===== config.mk =====
export PLATFORM = sky130hd
export DESIGN_NAME = mbe_mul
export DESIGN_NICKNAME = d
export VERILOG_FILES = /design/src/mbe_pkg.sv /design/src/mbe_mul.sv
export SDC_FILE = /design/constraint.sdc
export NUM_CORES = 2
export LEC_CHECK = 0
export BUFFER_PORTS_ARGS = -buffer_cell sky130_fd_sc_hd__buf_2
export CORE_MARGIN = 2
export CORE_UTILIZATION = 40
export CTS_BUF_LIST = sky130_fd_sc_hd__clkbuf_16
export DETAILED_ROUTE_END_ITERATION = 10
export SETUP_SLACK_MARGIN = 0.02
export SLEW_MARGIN = 0
export SYNTH_ARGS = -nofsm -noshare
export SYNTH_HDL_FRONTEND = slang
export SYNTH_SLANG_ARGS = --single-unit
export TNS_END_PERCENT = 1

===== constraint.sdc =====
create_clock -name clk_i -period 11.9 [get_ports clk_i]
set_input_delay 0.595 -clock clk_i [delete_from_list [all_inputs] [get_ports clk_i]]
set_output_delay 0.595 -clock clk_i [all_outputs]
set_load 0.05 [all_outputs]

===== src/mbe_pkg.sv =====
// ----------------------------------------------------------------------------
// mbe_pkg
// Shared widths, register map and the handshake types between the escape-time
// sequencer and its multiplier.
// ----------------------------------------------------------------------------
package mbe_pkg;

  localparam int CoordBits = 12;
  localparam int FracBits  = 58;
  localparam int IterBits  = 17;
  localparam int DataBits  = 64;
  localparam int HalfBits  = DataBits / 2;
  localparam int ProdBits  = 2 * DataBits;
  localparam int StepBits  = 63;
  localparam int MagBits   = 63;

  // APB map: one 64-bit register every 8 bytes
  localparam int RegShift   = 3;
  localparam int RegIdxBits = 3;
  localparam int AddrBits   = RegShift + RegIdxBits;

  localparam logic [RegIdxBits-1:0] RegLeftEdge = 3'd0;
  localparam logic [RegIdxBits-1:0] RegTopEdge  = 3'd1;
  localparam logic [RegIdxBits-1:0] RegStepRe   = 3'd2;
  localparam logic [RegIdxBits-1:0] RegStepIm   = 3'd3;
  localparam logic [RegIdxBits-1:0] RegMaxIter  = 3'd4;

  localparam logic [IterBits-1:0] DepthMin   = 17'd3;
  localparam logic [IterBits-1:0] DepthMax   = 17'd100000;
  localparam logic [IterBits-1:0] DepthReset = 17'd350;

  // |z|^2 escape threshold, 4.0 in Q5.58
  localparam logic [DataBits-1:0] EscapeLimit = DataBits'(4) << FracBits;

  typedef struct packed {
    logic signed [DataBits-1:0] left_edge;
    logic signed [DataBits-1:0] top_edge;
    logic [StepBits-1:0]        step_re;
    logic [StepBits-1:0]        step_im;
    logic [IterBits-1:0]        max_iterations;
  } mbe_cfg_t;

  typedef struct packed {
    logic                start;
    logic                fx;     // 1: signed fixed-point product, 0: unsigned integer product
    logic [DataBits-1:0] a;
    logic [DataBits-1:0] b;
  } mbe_mul_req_t;

  typedef struct packed {
    logic                done;
    logic [DataBits-1:0] res;
  } mbe_mul_rsp_t;

endpackage


===== src/mbe_mul.sv =====
// ----------------------------------------------------------------------------
// mbe_mul
// Shared 64x64 multiplier built from one 32x32 multiplier, four partial
// products a request, with Q5.58 rescale or integer saturation at the end.
// ----------------------------------------------------------------------------
module mbe_mul import mbe_pkg::*; (
  input  logic         clk_i,
  input  logic         rst_ni,
  input  mbe_mul_req_t req_i,
  output mbe_mul_rsp_t rsp_o
);

  typedef enum logic [1:0] {M_IDLE, M_MUL, M_ACC, M_FIN} state_e;

  state_e              state_q;
  logic [1:0]          k_q;
  logic [1:0]          pp_k_q;
  logic                pp_vld_q;
  logic                fx_q;
  logic                neg_q;
  logic                done_q;
  logic [DataBits-1:0] res_q;

  logic [DataBits-1:0] opa_q, opb_q;
  logic [DataBits-1:0] pp_q;
  logic [ProdBits-1:0] acc_q;

  logic [HalfBits-1:0] a_half, b_half;
  logic [DataBits-1:0] pp_d;
  logic [ProdBits-1:0] pp_ext;
  logic [ProdBits-1:0] shr;
  logic [DataBits-1:0] limit, clip, fin;
  logic                take;

  function automatic logic [DataBits-1:0] abs64(logic [DataBits-1:0] v);
    return v[DataBits-1] ? (~v + DataBits'(1)) : v;
  endfunction

  assign take = req_i.start && (state_q == M_IDLE);

  // partial product order: a0*b0, a0*b1, a1*b0, a1*b1
  assign a_half = k_q[1] ? opa_q[DataBits-1:HalfBits] : opa_q[HalfBits-1:0];
  assign b_half = k_q[0] ? opb_q[DataBits-1:HalfBits] : opb_q[HalfBits-1:0];
  assign pp_d   = a_half * b_half;

  always_comb begin
    unique case (pp_k_q)
      2'd0:       pp_ext = {{DataBits{1'b0}}, pp_q};
      2'd1, 2'd2: pp_ext = {{HalfBits{1'b0}}, pp_q, {HalfBits{1'b0}}};
      2'd3:       pp_ext = {pp_q, {DataBits{1'b0}}};
      default:    pp_ext = '0;
    endcase
  end

  // rescale, clip to the signed range of the result sign, restore sign
  always_comb begin
    shr   = fx_q ? (acc_q >> FracBits) : acc_q;
    limit = neg_q ? {1'b1, {(DataBits-1){1'b0}}} : {1'b0, {(DataBits-1){1'b1}}};
    clip  = (shr > {{DataBits{1'b0}}, limit}) ? limit : shr[DataBits-1:0];
    fin   = neg_q ? (~clip + DataBits'(1)) : clip;
  end

  always_ff @(posedge clk_i or negedge rst_ni) begin
    if (!rst_ni) begin
      state_q  <= M_IDLE;
      k_q      <= '0;
      pp_vld_q <= 1'b0;
      fx_q     <= 1'b0;
      neg_q    <= 1'b0;
      done_q   <= 1'b0;
      res_q    <= '0;
    end else begin
      done_q   <= (state_q == M_FIN);
      pp_vld_q <= (state_q == M_MUL);
      unique case (state_q)
        M_IDLE: begin
          if (take) begin
            fx_q    <= req_i.fx;
            neg_q   <= req_i.fx && (req_i.a[DataBits-1] != req_i.b[DataBits-1]);
            k_q     <= '0;
            state_q <= M_MUL;
          end
        end
        M_MUL: begin
          k_q <= k_q + 2'd1;
          if (k_q == 2'd3) begin
            state_q <= M_ACC;
          end
        end
        M_ACC: begin
          state_q <= M_FIN;
        end
        M_FIN: begin
          res_q   <= fin;
          state_q <= M_IDLE;
        end
        default: state_q <= M_IDLE;
      endcase
    end
  end

  always_ff @(posedge clk_i) begin
    pp_q   <= pp_d;
    pp_k_q <= k_q;
    if (take) begin
      opa_q <= req_i.fx ? abs64(req_i.a) : req_i.a;
      opb_q <= req_i.fx ? abs64(req_i.b) : req_i.b;
      acc_q <= '0;
    end else if (pp_vld_q) begin
      acc_q <= acc_q + pp_ext;
    end
  end

  assign rsp_o.done = done_q;
  assign rsp_o.res  = res_q;

endmodule


==> flow_summary.ini <==
[clock_network]
clk_latency_ns = 0.72
cts_tree = built
clock-sinks = 394
cts_max_level = 2
clock_path_buffers = 3
cts_setup_buffers = 0
ctsRootBufferMaster = clkbuf_16
cts_buffers = 49
cts.clk_slew.worst_paths_ns = 0.06

[worst_hold_path]
hold_class = in -> reg

[cells_and_area]
syn2layout_area_growth_pct = 8.081
drive_above_1_share = 0.08199
layout.nets = 8661

[yosys]
yosys_warnings = 0
ys_ff_latch = 394
synth_xor_area_frac = 0.04386
synth-simple-area-share = 0.1603
synthAdderAreaFrac = 0.3851
synth_compound_area_frac = 0.1235
synth_cells = 7161
synth_edf_count = 128
async_flop_share = 0.1827
synthMuxAreaShare = 0.04972
synthFlopType = dfxtp_1
synthesis.area_mm2 = 0.06170
synth.distinct_cells = 88
synth_top_family_by_area = adder cells
syn_nets = 8654
synth_area_per_cell_um2 = 8.617
ys_seq_area_frac = 0.1544

[routing]
viasPerCell = 5.716
route.vias.total = 52890
drt_wl_total_um = 231300
drt-wirelength-per-cell_um = 25.00
ant_nets = 0
drc = 0
drtIter0Drc = 4959
drt_pass1_iterations = 6

[sta]
finalSetupTns_ns = 0
skew_ns = 0.07762
max_freq_mhz = 97.67
slew_headroom = 0.1144
rsz0062_at_grt = no
maxSlewViolCount = 0
period_minus_slack_ns = 10.24
finalHoldViolations = 0
worst_pin_slew_ns = 1.319
fin_crit_sh = 0.8604
setup_violations = 0

[setup_path]
cp-end-kind = flop
critical_path_buf_inv_count = 4
critical_path.most_common_cell = fa_1
cp-start-kind = flop
cp_data_required_time_ns = 12.45
cp.arrival_ns = 10.79
slowest_delay_ns = 0.98
cp_top_family = adder cells
path_class = reg -> reg
slowest_stage = dfrtp_4
crit_fanout = 47

[job]
cap_violations = 0

[global_routing]
grt_overflow = 0
grt_pass1_vias = 54040
grt_max_degree = 87
grtUsageTotal = 0.2916
antenna_found_initial = 5
grt_pass1_wl_um = 343600

[die]
initial_core_util = 0.4015
core_mm2 = 0.1537
die_h_um = 396.8
io-pin-count = 197
die-area_mm2 = 0.1574
rows = 144
dieWidth_um = 396.8

[placed_design]
gp_congestion = 0.9868
hpwl_um = 185500
port_buffers = 196

[outcome]
status = completed
## final cells by class
cell class / count / area, um^2
multi-input cells: 5407 / 47320
inverters: 1013 / 3810
flip-flops and latches: 394 / 9548
well taps: 2044 / 2557
repair buffers: 303 / 1789
diodes: 2 / 5.005
clock inverters: 42 / 430.4
clock buffers: 49 / 1226
fillers: 15330 / 87000
## cells in the final DEF (no fill, tap or decap), types with 65 or more instances in the layout
master	Yosys	layout
inv_1	1012	1016
nor2_1	945	945
fa_1	897	897
nand2_1	700	700
ha_1	464	462
a21oi_1	373	373
o21ai_0	253	253
xnor2_1	203	203
buf_2	10	195
dfxtp_1	194	194
a21o_1	136	136
mux2i_1	176	134
edfxtp_1	128	128
mux2_2	116	116
buf_4	1	107
xor2_1	106	106
nor3_1	99	99
nand4_1	90	90
nand3_1	84	84
and2_1	78	78
dfrtp_1	72	67
a22o_1	65	65
## flip-flops by register name, summed over array words and instances (netlist names)
signal	count
done_q	1
neg_q	1
opa_q	64
state_q	2
res_q	64
acc_q	128
opb_q	64
fx_q	1
k_q	2
pp_vld_q	1
pp_q	64
pp_k_q	2
## final timing paths
check                                   endpoint  slack [ns]  cells past startpoint                   from
max                             pp_q[57]$_DFF_P_        1.66                     27     k_q[1]$_DFFE_PN0P_
min                           opb_q[0]$_DFFE_PP_        0.20                      1               req_i[0]
max reg2reg                     pp_q[57]$_DFF_P_        1.66                     27     k_q[1]$_DFFE_PN0P_
min reg2reg                res_q[31]$_DFFE_PN0P_        0.47                      1  res_q[31]$_DFFE_PN0P_
max in group asynchronous       fx_q$_DFFE_PN0P_       10.40                      3                 rst_ni
min in group asynchronous  res_q[20]$_DFFE_PN0P_        0.38                      2                 rst_ni
## cell families after synthesis
family	count (synthesis)
muxes	292
buffers and inverters	1360
adders and majority gates	1361
and+or+nand+nor	2245
AOI/OAI and AO/OA	1200
xor gates and xnor gates	309
DFF	394
## metal layers
layer	wire, um	GRT usage	vias up	part of all wire
met3	21110	0.05695	606	0.091
met2	102600	0.4591	2666	0.44
li1	-	-	23480	-
met4	15450	0.1617	0	0.067
met1	92150	0.3762	26140	0.40
met5	0	0	-	0
## cells in the mapped netlist (10+ instances only)
library cell	number	area share
a211oi_1	37	0.0045
a21o_1	136	0.017
a21oi_1	373	0.030
a221oi_1	13	0.0018
a22o_1	65	0.0092
a31oi_1	42	0.0043
and2_1	78	0.0079
and3_1	25	0.0025
buf_1	27	0.0016
buf_2	10	0.00081
clkbuf_1	309	0.019
dfrtp_1	72	0.029
dfxtp_1	194	0.063
edfxtp_1	128	0.062
fa_1	897	0.29
ha_1	464	0.094
inv_1	1012	0.062
mux2_2	116	0.021
mux2i_1	176	0.029
nand2_1	700	0.043
nand2b_1	31	0.0031
nand3_1	84	0.0068
nand3b_1	10	0.0012
nand4_1	90	0.0091
nor2_1	945	0.057
nor2b_1	29	0.0029
nor3_1	99	0.0080
nor4_1	49	0.0050
o211ai_1	25	0.0030
o21a_1	37	0.0045
o21ai_0	253	0.021
o21ai_1	12	0.00097
o21bai_1	50	0.0061
o31ai_1	38	0.0046
o41ai_1	16	0.0023
or2_2	20	0.0020
or3_1	25	0.0025
or4_1	19	0.0023
xnor2_1	203	0.029
xor2_1	106	0.015
## repair_timing
item	in CTS	in global routing
gates resized for setup	0	0
endpoints found under the setup margin	0	0
hold endpoints to repair	20	0
hold buffers	1	0
## stage by stage
step / util / hold WS, ns / area (um^2) / setup slack, ns / instances
6_report: 0.4339 / 0.1979 / 66690 / 1.661 / 9254
5_1_grt: 0.4339 / 0.2012 / 66680 / 1.296 / 9252
4_1_cts: 0.4339 / 0.1692 / 66680 / 1.852 / 9252
3_3_place_gp: 0.4230 / 0.4572 / 65020 / 1.890 / 9160
3_5_place_dp: 0.4230 / 0.4669 / 65020 / 1.862 / 9160
2_1_floorplan: - / 0.2994 / 61700 / 2.899 / 7161
Power is not shown: default switching activity piles up to over one toggle a cycle in this logic, so the estimate is an artifact.
