### src/mbe_pkg.sv
// ----------------------------------------------------------------------------
// mbe_pkg
// Shared widths, register map and the handshake types between the escape-time
// sequencer and its multiplier.
// ----------------------------------------------------------------------------
package mbe_pkg;

  localparam int CoordBits = 12;
  localparam int FracBits  = 58;
  localparam int IterBits  = 17;
  localparam int DataBits  = 64;
  localparam int HalfBits  = DataBits / 2;
  localparam int ProdBits  = 2 * DataBits;
  localparam int StepBits  = 63;
  localparam int MagBits   = 63;

  // APB map: one 64-bit register every 8 bytes
  localparam int RegShift   = 3;
  localparam int RegIdxBits = 3;
  localparam int AddrBits   = RegShift + RegIdxBits;

  localparam logic [RegIdxBits-1:0] RegLeftEdge = 3'd0;
  localparam logic [RegIdxBits-1:0] RegTopEdge  = 3'd1;
  localparam logic [RegIdxBits-1:0] RegStepRe   = 3'd2;
  localparam logic [RegIdxBits-1:0] RegStepIm   = 3'd3;
  localparam logic [RegIdxBits-1:0] RegMaxIter  = 3'd4;

  localparam logic [IterBits-1:0] DepthMin   = 17'd3;
  localparam logic [IterBits-1:0] DepthMax   = 17'd100000;
  localparam logic [IterBits-1:0] DepthReset = 17'd350;

  // |z|^2 escape threshold, 4.0 in Q5.58
  localparam logic [DataBits-1:0] EscapeLimit = DataBits'(4) << FracBits;

  typedef struct packed {
    logic signed [DataBits-1:0] left_edge;
    logic signed [DataBits-1:0] top_edge;
    logic [StepBits-1:0]        step_re;
    logic [StepBits-1:0]        step_im;
    logic [IterBits-1:0]        max_iterations;
  } mbe_cfg_t;

  typedef struct packed {
    logic                start;
    logic                fx;     // 1: signed fixed-point product, 0: unsigned integer product
    logic [DataBits-1:0] a;
    logic [DataBits-1:0] b;
  } mbe_mul_req_t;

  typedef struct packed {
    logic                done;
    logic [DataBits-1:0] res;
  } mbe_mul_rsp_t;

endpackage

### src/mbe_regs.sv
// ----------------------------------------------------------------------------
// mbe_regs
// APB register file for the view edges, pixel steps and iteration depth.
// ----------------------------------------------------------------------------
module mbe_regs import mbe_pkg::*; (
  input  logic                clk_i,
  input  logic                rst_ni,
  input  logic                psel,
  input  logic                penable,
  input  logic                pwrite,
  input  logic [AddrBits-1:0] paddr,
  input  logic [DataBits-1:0] pwdata,
  output logic [DataBits-1:0] prdata,
  output logic                pready,
  output mbe_cfg_t            cfg_o
);

  mbe_cfg_t              cfg_q;
  logic                  wr_en;
  logic [RegIdxBits-1:0] idx;

  assign pready = 1'b1;
  assign wr_en  = psel && penable && pwrite && pready;
  assign idx    = paddr[AddrBits-1:RegShift];

  always_ff @(posedge clk_i or negedge rst_ni) begin
    if (!rst_ni) begin
      cfg_q.left_edge      <= '0;
      cfg_q.top_edge       <= '0;
      cfg_q.step_re        <= '0;
      cfg_q.step_im        <= '0;
      cfg_q.max_iterations <= DepthReset;
    end else if (wr_en) begin
      unique case (idx)
        RegLeftEdge: cfg_q.left_edge      <= pwdata;
        RegTopEdge:  cfg_q.top_edge       <= pwdata;
        RegStepRe:   cfg_q.step_re        <= pwdata[StepBits-1:0];
        RegStepIm:   cfg_q.step_im        <= pwdata[StepBits-1:0];
        RegMaxIter:  cfg_q.max_iterations <= pwdata[IterBits-1:0];
        default: ;  // drop writes outside the map
      endcase
    end
  end

  always_comb begin
    unique case (idx)
      RegLeftEdge: prdata = cfg_q.left_edge;
      RegTopEdge:  prdata = cfg_q.top_edge;
      RegStepRe:   prdata = {{(DataBits-StepBits){1'b0}}, cfg_q.step_re};
      RegStepIm:   prdata = {{(DataBits-StepBits){1'b0}}, cfg_q.step_im};
      RegMaxIter:  prdata = {{(DataBits-IterBits){1'b0}}, cfg_q.max_iterations};
      default:     prdata = '0;
    endcase
  end

  assign cfg_o = cfg_q;

endmodule

### config.mk
export PLATFORM = sky130hd
export DESIGN_NAME = mbe_regs
export DESIGN_NICKNAME = d
export VERILOG_FILES = /design/src/mbe_pkg.sv /design/src/mbe_regs.sv
export SDC_FILE = /design/constraint.sdc
export NUM_CORES = 1
export LEC_CHECK = 0
export CAP_MARGIN = 15
export CORE_ASPECT_RATIO = 0.9
export CORE_MARGIN = 2
export CORE_UTILIZATION = 28
export DETAILED_ROUTE_END_ITERATION = 16
export DONT_BUFFER_PORTS = 1
export PLACE_DENSITY = 0.48
export SLEW_MARGIN = 40
export SYNTH_ARGS = -nofsm -noshare
export SYNTH_HDL_FRONTEND = slang
export SYNTH_SLANG_ARGS = --single-unit
### constraint.sdc
create_clock -name clk_i -period 2 [get_ports clk_i]
set_input_delay 0.2 -clock clk_i [delete_from_list [all_inputs] [get_ports clk_i]]
set_output_delay 0.2 -clock clk_i [all_outputs]
set_load 0.05 [all_outputs]
==> report_table.html <==
<table>
<tr><th>Metric</th><th>Value</th></tr>
<tr><th colspan="2">Critical path</th></tr>
<tr><td>WP data required</td><td>1.80 ns</td></tr>
<tr><td>Category of the most critical setup path</td><td>flop to output pin</td></tr>
<tr><td>Critical Path Start Type</td><td>flop</td></tr>
<tr><td>Critical path endpoint category</td><td>output pin</td></tr>
<tr><td>Worst endpoint data arrival time</td><td>approximately 1.7 ns</td></tr>
<tr><td>Biggest fanout along the worst timing path</td><td>2</td></tr>
<tr><th colspan="2">Floorplan</th></tr>
<tr><td>Die Span X</td><td>roughly 230 µm</td></tr>
<tr><td>Effective utilization at floorplan</td><td>0.2823</td></tr>
<tr><td>Floorplan core area</td><td>43930 µm²</td></tr>
<tr><td>Number of rows in the core area</td><td>73</td></tr>
<tr><td>Die Footprint</td><td>about 46000 µm²</td></tr>
<tr><td>Die Span Y</td><td>just over 200 µm</td></tr>
<tr><td>Io pins</td><td>411</td></tr>
<tr><th colspan="2">Pwr</th></tr>
<tr><td>Peak supply drop</td><td>0.8287 mV</td></tr>
<tr><td>Internal Dissipation</td><td>about 13 mW</td></tr>
<tr><td>Proportion of power drawn by flip-flops and latches</td><td>0.357</td></tr>
<tr><td>Net switching share of the total power</td><td>0.4088</td></tr>
<tr><td>Logic pwr share</td><td>0.374</td></tr>
<tr><td>Switching power</td><td>9.048 mW</td></tr>
<tr><td>Static leakage power</td><td>7.993 nW</td></tr>
<tr><td>Power density of the placed cells</td><td>1285 nW/µm²</td></tr>
<tr><td>Design Power</td><td>roughly 22 mW</td></tr>
<tr><td>Clock network fraction of total power</td><td>0.269</td></tr>
<tr><th colspan="2">Synthesis</th></tr>
<tr><td>Adder-cell share of the synthesized area</td><td>0</td></tr>
<tr><td>Post-synthesis cell count</td><td>775</td></tr>
<tr><td>Post-synthesis mux area share</td><td>0.3640</td></tr>
<tr><td>Net Count, Synth</td><td>850</td></tr>
<tr><td>Synthesized area per cell</td><td>16.00 µm²</td></tr>
<tr><td>Fraction of the mapped netlist area in compound gates</td><td>0.02916</td></tr>
<tr><td>Count of unique library cells instantiated by Yosys</td><td>27</td></tr>
<tr><td>Number of synthesis warnings</td><td>0</td></tr>
<tr><td>Sequential cell area fraction in the yosys report</td><td>0.5474</td></tr>
<tr><td>Post-synthesis sequential element count</td><td>271</td></tr>
<tr><td>Largest family of logic cells by synthesized area</td><td>multiplexers</td></tr>
<tr><td>Post-synthesis share of cell area spent on and, or, nand and nor gates</td><td>0.03249</td></tr>
<tr><td>Post-synthesis xor/xnor area fraction</td><td>0</td></tr>
<tr><td>Synthesized cell area</td><td>12400 µm²</td></tr>
<tr><th colspan="2">Global route</th></tr>
<tr><td>Global-route wire length before repair</td><td>59450 µm</td></tr>
<tr><td>Vias in the first global route</td><td>roughly 9000</td></tr>
<tr><td>Number of antenna violations at the first check in global routing</td><td>0</td></tr>
<tr><td>GRT overflow</td><td>0</td></tr>
<tr><td>Pin count of the biggest net entering global routing</td><td>272</td></tr>
<tr><td>Overall routing resource usage</td><td>0.1732</td></tr>
<tr><th colspan="2">Timing</th></tr>
<tr><td>Post-route minimum period</td><td>1.929 ns</td></tr>
<tr><td>Final Worst Setup Slack</td><td>0.07064 ns</td></tr>
<tr><td>Worst hold slack</td><td>-0.6249 ns</td></tr>
<tr><td>Number of slew-limit violations in the final report</td><td>0</td></tr>
<tr><td>Rel. slew slack</td><td>0.6416</td></tr>
<tr><td>Final hold violation count</td><td>271</td></tr>
<tr><td>Post-Route Setup TNS</td><td>0 ns</td></tr>
<tr><td>RSZ-0062 raised after global routing</td><td>no</td></tr>
<tr><td>Setup Viol. Count Final</td><td>0</td></tr>
<tr><td>Fin crit share</td><td>0.9647</td></tr>
<tr><td>Largest clock skew in the final design</td><td>0 ns</td></tr>
<tr><td>Worst Tran Pin Value</td><td>0.5376 ns</td></tr>
<tr><td>FMAX</td><td>518.3 MHz</td></tr>
<tr><th colspan="2">Clocking</th></tr>
<tr><td>TritonCTS clock tree</td><td>done</td></tr>
<tr><td>Clock root buffer</td><td>sky130_fd_sc_hd__clkbuf_16</td></tr>
<tr><td>Clock latency on the worst-skew pair</td><td>roughly 0.52 ns</td></tr>
<tr><td>CTS HTree Levels</td><td>2</td></tr>
<tr><td>Count of clock tree sinks</td><td>approximately 270</td></tr>
<tr><td>Total clock buffers created by CTS</td><td>34</td></tr>
<tr><td>Clock-pin slew on the worst setup and hold paths</td><td>0.06 ns</td></tr>
<tr><td>Longest Clk Path Bufs</td><td>3</td></tr>
<tr><td>Setup repair bufs after CTS</td><td>0</td></tr>
<tr><td>Hold-fix buffer count after cts</td><td>64</td></tr>
<tr><th colspan="2">Route</th></tr>
<tr><td>Detail-routed net length per standard cell</td><td>22.94 µm</td></tr>
<tr><td>Per-cell via count in the routed design</td><td>between 4 and 5</td></tr>
<tr><td>First-iteration detailed-routing DRC count</td><td>between 300 and 400</td></tr>
<tr><td>Detailed Route WL</td><td>40110 µm</td></tr>
<tr><td>Post-route DRC violation count</td><td>0</td></tr>
<tr><td>Antenna-violating nets left</td><td>0</td></tr>
<tr><td>First-pass DRT Iterations</td><td>4</td></tr>
<tr><td>Routed via count</td><td>between 8000 and 9000</td></tr>
<tr><th colspan="2">Job</th></tr>
<tr><td>Number of max-capacitance violations reported</td><td>0</td></tr>
<tr><th colspan="2">Outcome</th></tr>
<tr><td>Failing checks</td><td>hold timing</td></tr>
<tr><td>Run status</td><td>complete, but fails checks</td></tr>
<tr><th colspan="2">Hold path</th></tr>
<tr><td>Type of the worst min-delay path</td><td>primary input to async pin</td></tr>
<tr><th colspan="2">Layout</th></tr>
<tr><td>Final instance count without filler cells</td><td>1749</td></tr>
<tr><td>Area Overhead vs Synth</td><td>38.84%</td></tr>
<tr><td>Total Nets Final</td><td>between 1000 and 1500</td></tr>
<tr><td>Post-route standard cell area excluding fillers</td><td>around 17000 µm²</td></tr>
<tr><td>Final core occ</td><td>0.3919</td></tr>
<tr><td>Most common cell after layout, fill and taps aside</td><td>sky130_fd_sc_hd__buf_4</td></tr>
<tr><td>Most frequent cells in the layout</td><td>sky130_fd_sc_hd__buf_4 (290), sky130_fd_sc_hd__dfrtp_1 (239), sky130_fd_sc_hd__mux2_2 (223), sky130_fd_sc_hd__dlygate4sd3_1 (64), sky130_fd_sc_hd__mux2_4 (60)</td></tr>
<tr><td>Number of flip-flops in the largest register</td><td>about 270</td></tr>
<tr><td>Ratio of cells with drive above 1 in the final layout</td><td>0.6707</td></tr>
<tr><td>Fill cell instance count of the final layout</td><td>4230</td></tr>
<tr><th colspan="2">Placed design</th></tr>
<tr><td>Number of buffers added on ports</td><td>0</td></tr>
<tr><td>Placer congestion estimate</td><td>0.7393</td></tr>
<tr><td>Total placed instance area</td><td>15440 µm²</td></tr>
<tr><td>Worst Setup Slack post-DPL</td><td>between 0.3 and 0.4 ns</td></tr>
<tr><td>Post-detail-place hpwl</td><td>25140 µm</td></tr>
<tr><td>Placed cell count</td><td>1624</td></tr>
</table>
## critical path, stage by stage, from the launching register on
cell	delay [ns]
sky130_fd_sc_hd__dfrtp_1	0.39
sky130_fd_sc_hd__mux4_2	0.47
sky130_fd_sc_hd__nor2b_2	0.17
sky130_fd_sc_hd__buf_4	0.18
## cells by family after synthesis
family | after synthesis
buffers and inverters | 58
other | 1
and+or+nand+nor | 59
muxes | 335
AOI/OAI and AO/OA | 51
DFF | 271
## path summary, 6_finish.rpt
check,startpoint,endpoint,slack (ns),depth (start not counted)
min reg2reg,cfg_o[134]$_DFFE_PN0P_,cfg_o[134]$_DFFE_PN0P_,0.73,2
max in group asynchronous,rst_ni,cfg_o[3]$_DFFE_PN1P_,2.23,0
min in group clk_i,paddr[4],cfg_o[156]$_DFFE_PN0P_,0.22,3
min,rst_ni,cfg_o[180]$_DFFE_PN0P_,-0.62,0
max,cfg_o[239]$_DFFE_PN0P_,prdata[32],0.07,3
max reg2reg,cfg_o[10]$_DFFE_PN0P_,cfg_o[10]$_DFFE_PN0P_,0.95,1
## per-layer routing
metal / GRT usage / up-vias / routed length (µm)
met4: 0.04281 / 0 / 603
li1: - / 3611 / -
met5: 0 / - / 0
met1: 0.2157 / 4252 / 16540
met2: 0.2848 / 262 / 19430
met3: 0.06310 / 39 / 3538
## what timing repair did
item / in CTS / in global routing
resized for setup: 7 / 23
endpoints found under the setup margin: 4 / 14
gates cloned: 0 / 0
pin swaps: 0 / 1
endpoints found under the hold margin: 542 / 271
## cell usage after synthesis
cell type / n / area, µm²
sky130_fd_sc_hd__dfrtp_1: 265 / 6631
sky130_fd_sc_hd__mux2_2: 223 / 2511
sky130_fd_sc_hd__mux2_4: 60 / 900.9
sky130_fd_sc_hd__nor2b_1: 49 / 306.5
sky130_fd_sc_hd__mux4_2: 46 / 1036
sky130_fd_sc_hd__buf_2: 30 / 150.1
sky130_fd_sc_hd__a22oi_1: 17 / 127.6
sky130_fd_sc_hd__a32oi_1: 17 / 148.9
sky130_fd_sc_hd__o21ai_0: 17 / 85.08
sky130_fd_sc_hd__clkbuf_1: 15 / 56.30
sky130_fd_sc_hd__buf_6: 8 / 90.09
sky130_fd_sc_hd__dfstp_2: 6 / 157.7
sky130_fd_sc_hd__mux2_1: 5 / 56.30
sky130_fd_sc_hd__buf_4: 4 / 30.03
sky130_fd_sc_hd__conb_1: 1 / 3.750
sky130_fd_sc_hd__inv_2: 1 / 3.750
sky130_fd_sc_hd__mux2i_1: 1 / 10.01
sky130_fd_sc_hd__nand2_1: 1 / 3.750
sky130_fd_sc_hd__nand3_1: 1 / 5.000
sky130_fd_sc_hd__nand4b_4: 1 / 23.77
sky130_fd_sc_hd__nor2_1: 1 / 3.750
sky130_fd_sc_hd__nor2_2: 1 / 6.260
sky130_fd_sc_hd__nor3_1: 1 / 5.000
sky130_fd_sc_hd__nor3_4: 1 / 16.27
sky130_fd_sc_hd__nor3b_1: 1 / 7.510
sky130_fd_sc_hd__nor3b_4: 1 / 18.77
sky130_fd_sc_hd__or3_1: 1 / 6.260
## final cells by class
class	count	area, µm²	share of cell area
Sequential cell	271	6825	0.3964
Multi-Input combinational cell	446	5426	0.3151
Timing Repair Buffer	370	3129	0.1817
Clock buffer	48	1007	0.05849
Tap cell	600	750.7	0.04360
Clock inverter	12	73.82	0.004287
Inverter	1	3.754	0.0002180
Antenna cell	1	2.502	0.0001453
## power groups by stage
stage          clock, mW  sequential, mW  combinational [mW]
6_report            5.95            7.90                8.29
4_1_cts             6.18            7.88                8.36
3_5_place_dp           0            7.96                8.18
2_1_floorplan          0            11.1                2.50
5_1_grt             6.41            8.04                8.63
3_3_place_gp           0            7.94                8.13
Power figures use the tool's default switching activity.
